File: config.mk
export PLATFORM = sky130hd
export DESIGN_NAME = hlc_ctrl
export DESIGN_NICKNAME = d
export VERILOG_FILES = /design/src/hdl/hlc_pkg.sv /design/src/hdl/hlc_ctrl.sv
export SDC_FILE = /design/constraint.sdc
export NUM_CORES = 1
export LEC_CHECK = 0
export BUFFER_PORTS_ARGS = -buffer_cell sky130_fd_sc_hd__buf_2
export CORE_MARGIN = 3
export CORE_UTILIZATION = 50
export DETAILED_ROUTE_END_ITERATION = 16
export GPL_TIMING_DRIVEN = 0
export PLACE_DENSITY = 0.75
export SYNTH_ARGS = -nofsm -noshare
export SYNTH_HDL_FRONTEND = slang
export SYNTH_SLANG_ARGS = --single-unit
File: constraint.sdc
create_clock -name i_clk -period 4.6 [get_ports i_clk]
set_input_delay 0.23 -clock i_clk [delete_from_list [all_inputs] [get_ports i_clk]]
set_output_delay 0.23 -clock i_clk [all_outputs]
set_load 0.01 [all_outputs]
File: src/hdl/hlc_pkg.sv
// Shared types, constants and helpers of the hand landmark canonicalizer.
// No dependencies; every other file but hlc_stream_if refers to it by scoped names.
package hlc_pkg;

    localparam int COORD_W         = 20;
    localparam int COORD_FRAC_BITS = 16;
    localparam int DIM_W           = 16;
    localparam int MAX_POINTS_DEF  = 32;

    // epsilon is 1e-5 rounded to an LSB, never below one LSB
    localparam int EPS_RAW = ((1 << COORD_FRAC_BITS) + 50000) / 100000;
    localparam int EPS     = (EPS_RAW < 1) ? 1 : EPS_RAW;

    // signed dividend width: aspect product (21 x 17 bits) or coordinate << frac
    localparam int DIV_NW = (38 > COORD_W + COORD_FRAC_BITS) ? 38 : COORD_W + COORD_FRAC_BITS;
    // divisor width: coordinate range plus epsilon, or the larger image dimension
    localparam int DIV_DW = COORD_W + 1;

    localparam logic signed [COORD_W-1:0] COORD_MAX = {1'b0, {(COORD_W-1){1'b1}}};
    localparam logic signed [COORD_W-1:0] COORD_MIN = {1'b1, {(COORD_W-1){1'b0}}};

    typedef enum logic [1:0] {
        CFG_ASPECT_EN = 2'd0,
        CFG_IMG_W     = 2'd1,
        CFG_IMG_H     = 2'd2,
        CFG_NONE      = 2'd3
    } t_cfg_idx;

    typedef enum logic [1:0] {
        ST_OK       = 2'd0,
        ST_BAD_SIZE = 2'd1,
        ST_OVERFLOW = 2'd2,
        ST_RSVD     = 2'd3
    } t_status;

    typedef enum logic [2:0] {
        DS_ASP_X = 3'd0,
        DS_ASP_Y = 3'd1,
        DS_OUT_X = 3'd2,
        DS_OUT_Y = 3'd3,
        DS_OUT_Z = 3'd4
    } t_dsel;

    typedef struct packed {
        logic signed [COORD_W-1:0] point_x;
        logic signed [COORD_W-1:0] point_y;
        logic signed [COORD_W-1:0] point_z;
        logic                      last_point;
    } t_in_item;

    typedef struct packed {
        logic signed [COORD_W-1:0] norm_x;
        logic signed [COORD_W-1:0] norm_y;
        logic signed [COORD_W-1:0] norm_z;
        logic                      end_of_hand;
        logic [1:0]                status;
    } t_out_item;

    typedef struct packed {
        logic  cap_in;
        logic  div_start;
        t_dsel div_sel;
        logic  store_pt;
        logic  latch_scale;
        logic  mem_rd;
        logic  load_ok;
        logic  load_err;
        logic  idx_inc;
        logic  clear_hand;
    } t_cmd;

    typedef struct packed {
        logic    do_aspect;
        logic    last;
        logic    div_done;
        t_status err;
        logic    emit_last;
        logic    out_free;
    } t_sts;

    function automatic logic signed [COORD_W-1:0] sat_coord(input logic signed [DIV_NW:0] v);
        logic signed [DIV_NW:0] hi;
        logic signed [DIV_NW:0] lo;
        hi = (DIV_NW+1)'(COORD_MAX);
        lo = (DIV_NW+1)'(COORD_MIN);
        if (v > hi) begin
            sat_coord = COORD_MAX;
        end else if (v < lo) begin
            sat_coord = COORD_MIN;
        end else begin
            sat_coord = v[COORD_W-1:0];
        end
    endfunction

endpackage

File: src/hdl/hlc_ctrl.sv
// Sequencer of the canonicalizer: capture, aspect divides, store, then emit loop or error item.
// Depends on hlc_pkg for the command and status structs.
module hlc_ctrl (
    input  logic          i_clk,
    input  logic          i_rst_n,
    input  logic          i_in_valid,
    output logic          o_in_ready,
    input  hlc_pkg::t_sts i_sts,
    output hlc_pkg::t_cmd o_cmd
);
    typedef enum logic [11:0] {
        S_IDLE  = 12'b0000_0000_0001,
        S_PREP  = 12'b0000_0000_0010,
        S_AX    = 12'b0000_0000_0100,
        S_AY    = 12'b0000_0000_1000,
        S_STORE = 12'b0000_0001_0000,
        S_FIN   = 12'b0000_0010_0000,
        S_ERR   = 12'b0000_0100_0000,
        S_RD    = 12'b0000_1000_0000,
        S_LAT   = 12'b0001_0000_0000,
        S_DX    = 12'b0010_0000_0000,
        S_DY    = 12'b0100_0000_0000,
        S_DZ    = 12'b1000_0000_0000
    } t_state;

    t_state r_state, n_state;
    logic   r_push, n_push;

    always_ff @(posedge i_clk) begin
        if (!i_rst_n) begin
            r_state <= S_IDLE;
            r_push  <= 1'b0;
        end else begin
            r_state <= n_state;
            r_push  <= n_push;
        end
    end

    assign o_in_ready = (r_state == S_IDLE) && !r_push;

    always_comb begin
        n_state = r_state;
        n_push  = r_push;
        o_cmd   = '0;
        o_cmd.div_sel = hlc_pkg::DS_ASP_X;
        if (r_push) begin
            // result of the current point waits for the output register
            if (i_sts.out_free) begin
                o_cmd.load_ok = 1'b1;
                n_push        = 1'b0;
                if (i_sts.emit_last) begin
                    o_cmd.clear_hand = 1'b1;
                    n_state          = S_IDLE;
                end else begin
                    o_cmd.idx_inc = 1'b1;
                    n_state       = S_RD;
                end
            end
        end else begin
            unique case (r_state)
                S_IDLE: begin
                    if (i_in_valid) begin
                        o_cmd.cap_in = 1'b1;
                        n_state      = S_PREP;
                    end
                end
                S_PREP: begin
                    if (i_sts.do_aspect) begin
                        o_cmd.div_start = 1'b1;
                        o_cmd.div_sel   = hlc_pkg::DS_ASP_X;
                        n_state         = S_AX;
                    end else begin
                        n_state = S_STORE;
                    end
                end
                S_AX: begin
                    if (i_sts.div_done) begin
                        o_cmd.div_start = 1'b1;
                        o_cmd.div_sel   = hlc_pkg::DS_ASP_Y;
                        n_state         = S_AY;
                    end
                end
                S_AY: begin
                    if (i_sts.div_done) begin
                        n_state = S_STORE;
                    end
                end
                S_STORE: begin
                    o_cmd.store_pt = 1'b1;
                    n_state        = i_sts.last ? S_FIN : S_IDLE;
                end
                S_FIN: begin
                    if (i_sts.err != hlc_pkg::ST_OK) begin
                        n_state = S_ERR;
                    end else begin
                        o_cmd.latch_scale = 1'b1;
                        n_state           = S_RD;
                    end
                end
                S_ERR: begin
                    if (i_sts.out_free) begin
                        o_cmd.load_err   = 1'b1;
                        o_cmd.clear_hand = 1'b1;
                        n_state          = S_IDLE;
                    end
                end
                S_RD: begin
                    o_cmd.mem_rd = 1'b1;
                    n_state      = S_LAT;
                end
                S_LAT: begin
                    o_cmd.div_start = 1'b1;
                    o_cmd.div_sel   = hlc_pkg::DS_OUT_X;
                    n_state         = S_DX;
                end
                S_DX: begin
                    if (i_sts.div_done) begin
                        o_cmd.div_start = 1'b1;
                        o_cmd.div_sel   = hlc_pkg::DS_OUT_Y;
                        n_state         = S_DY;
                    end
                end
                S_DY: begin
                    if (i_sts.div_done) begin
                        o_cmd.div_start = 1'b1;
                        o_cmd.div_sel   = hlc_pkg::DS_OUT_Z;
                        n_state         = S_DZ;
                    end
                end
                S_DZ: begin
                    if (i_sts.div_done) begin
                        n_push  = 1'b1;
                        n_state = S_IDLE;
                    end
                end
                default: begin
                    n_state = S_IDLE;
                end
            endcase
        end
    end
endmodule

==> flow_summary.toml <==
[outcome]
status = "finished clean"

[route]
dr.pass1.iters = 4
drc = 0
drt-total-wl_mm = 3.34
drtIter0Drc = 59
wire_per_inst_um = 16.0
vias = 1329
vias_per_cell = 6.36
postRouteAntennaNets = 0

[critical_path]
cp.arrival_ns = 2.62
crit_type = "register to output port"
crit_chain = "clkbuf_1, or4_4, or4_1, nor3_1, a211oi_1, nor3_1, buf_2"
cp_slowest_cell = "or4_4"
crit_path_start_kind = "register"
required_ns = 4.37
worst_path_largest_cell_delay_ns = 0.53
r2r_cells = 6
path_common_cell = "nor3_1"
r2r_slack_ns = 2.21
path_max_fanout = 10
crit_start = "r_state[7]"
r2r_end = "r_state[7]"
reg2reg_from = "r_state[0]"
endpoint_kind = "output port"

[yosys]
synth_nets = 166
netlist-cell-type-count = 48
ys_ff_latch = 13
syn_inst = 156
synth_top_area_share = 0.221
synthTopCellsByArea = "dfxtp_1, o31ai_1, nor2_1, a21oi_1, nor3_1"
yosysTopAreaCell = "dfxtp_1"
yosysWarnings = 0
ys_async_sr_fraction = 0
syn_area_um2 = 1180
synth_edf_count = 0
yosysSeqAreaShare = 0.221
ys.flop_type = "dfxtp_1"
syn_avg_cell_area_um2 = 7.55

[sta]
rsz0062_at_grt = "false"
finalHoldViolations = 0
finalSetupTns_ns = 0
worstMarginPinSlew_ns = 0.743
hold_ws_ns = 0.186
skew_ns = 0.00941
final_max_slew_viol_count = 0
max_freq_ghz = 0.351
finalCriticalPeriod_ns = 2.85
finalSetupViolCount = 0
fin_crit_sh = 0.620
slew_headroom = 0.500

[power]
power.density_nw_per_um2 = 314
leakage_nw = 0.563
power_w = 0.000423
ir_worst_vdd_mv = 0.206

[clock_tree]
h-tree-depth = 1
cts_resized = 0
cts_hold_buf = 0
cts_setup_buffers = 0
clk_pin_slew_ns = 0.08
cts_buffers = 3
cts.sinks = 13
cts_tree = "yes"
root_buffer = "clkbuf_4"
clkLatencyLatePin_ns = 0.28
clock_path_buffers = 2

[placed_design]
gp_congestion = 0.902
dp_hpwl_mm = 2.57
io_buffers = 22

[finish]
diodes = 0
areaGrowthSynthToFinish_pct = 14.5
layout_commonest_cell = "buf_2"
regArea_um2 = 260
drive_above_1_share = 0.225
layout_common_cells = "buf_2, nor2_1, dfxtp_1"
multiInputGateArea_um2 = 825
n_fill_cell = 201
nets = 193

[grt]
grt_max_degree = 11
grt_pass1_vias = 1127
antenna_found_initial = 0
grt-ovfl-total = 0
track_usage = 0.250
grt_pass1_wl_mm = 5.33

[die]
io_pins = 23
rows = 16
dieArea_um2 = 2970
initial_core_util = 0.560
fp.dieW_um = 54.5
die_h_um = 54.5
core_um2 = 2100

[worst_hold_path]
hold_path_end = "r_state[0]"
hp-start = "i_rst_n"
hold_path.class = "input pin to register"
hold_depth = 2

[flow_run]
maxCapViolations = 0
## routing by layer
| layer | vias to the layer above | global-route usage | routed length [µm] |
|---|---|---|---|
| li1 | 646 | - | - |
| met1 | 594 | 0.343 | 1450 |
| met2 | 82 | 0.382 | 1490 |
| met3 | 7 | 0.0463 | 356 |
| met4 | 0 | 0.0954 | 42 |
| met5 | - | 0 | 0 |
## state kept, by name, summed over array words and instances (netlist names)
name,cells
r_push,1
r_state,12
## power by group
group	internal, W	switching, W	total (W)
clock network	0.0000337	0.0000377	0.0000715
registers	0.000122	0.00000237	0.000124
logic	0.0000875	0.000140	0.000227
## per-stage QoR
stage	cells	instance area, µm²	worst slack (ns)	util
2_1_floorplan	156	1180	2.29	-
3_3_place_gp	205	1320	2.11	0.629
3_5_place_dp	205	1320	2.09	0.629
4_1_cts	209	1350	1.77	0.641
5_1_grt	209	1350	1.63	0.641
6_report	209	1350	1.75	0.641
## cell families (layout without fill, tap and decap cells)
logic type	after synthesis	count (layout)	synth area share
flip-flops	13	13	0.221
multiplexers	1	1	0.00850
AO/OA/AOI/OAI	40	40	0.255
buffers and inverters	21	47	0.0786
XOR/XNOR	5	5	0.0372
AND/OR/NAND/NOR	76	76	0.400
## Yosys cell counts (all sizes together) (5+ instances only)
cell type / count
nor2: 16
dfxtp: 13
nor3: 12
a21oi: 11
nand2: 10
clkbuf: 9
o31ai: 9
nand4: 8
inv: 7
nor4: 7
or4: 5
## worst max path at each step
stage | endpoint | slack, ns | depth (start not counted)
after floorplan | o_cmd[10] | 2.29 | 6
after global placement | o_cmd[10] | 2.11 | 7
after detailed placement | o_cmd[10] | 2.09 | 7
after CTS | o_cmd[10] | 1.77 | 7
after global routing | o_cmd[10] | 1.63 | 7
final | o_cmd[10] | 1.75 | 7
## area by class of cell
cell class / count / share of cell area
sequential: 13 / 0.193
timing repair buffer: 22 / 0.0817
multi-input combinational: 122 / 0.612
buffer: 13 / 0.0464
tap: 27 / 0.0251
clock buffer: 4 / 0.0195
inverter: 8 / 0.0223
## worst max-delay path, delay by kind of cell, from the launching register on
kind / cells / cell delay (ns)
and+or+nand+nor: 4 / 1.56
buffers and inverters: 2 / 0.38
DFF: 1 / 0.30
AOI/OAI and AO/OA: 1 / 0.10
No activity file was read; power rests on OpenSTA's default activity.
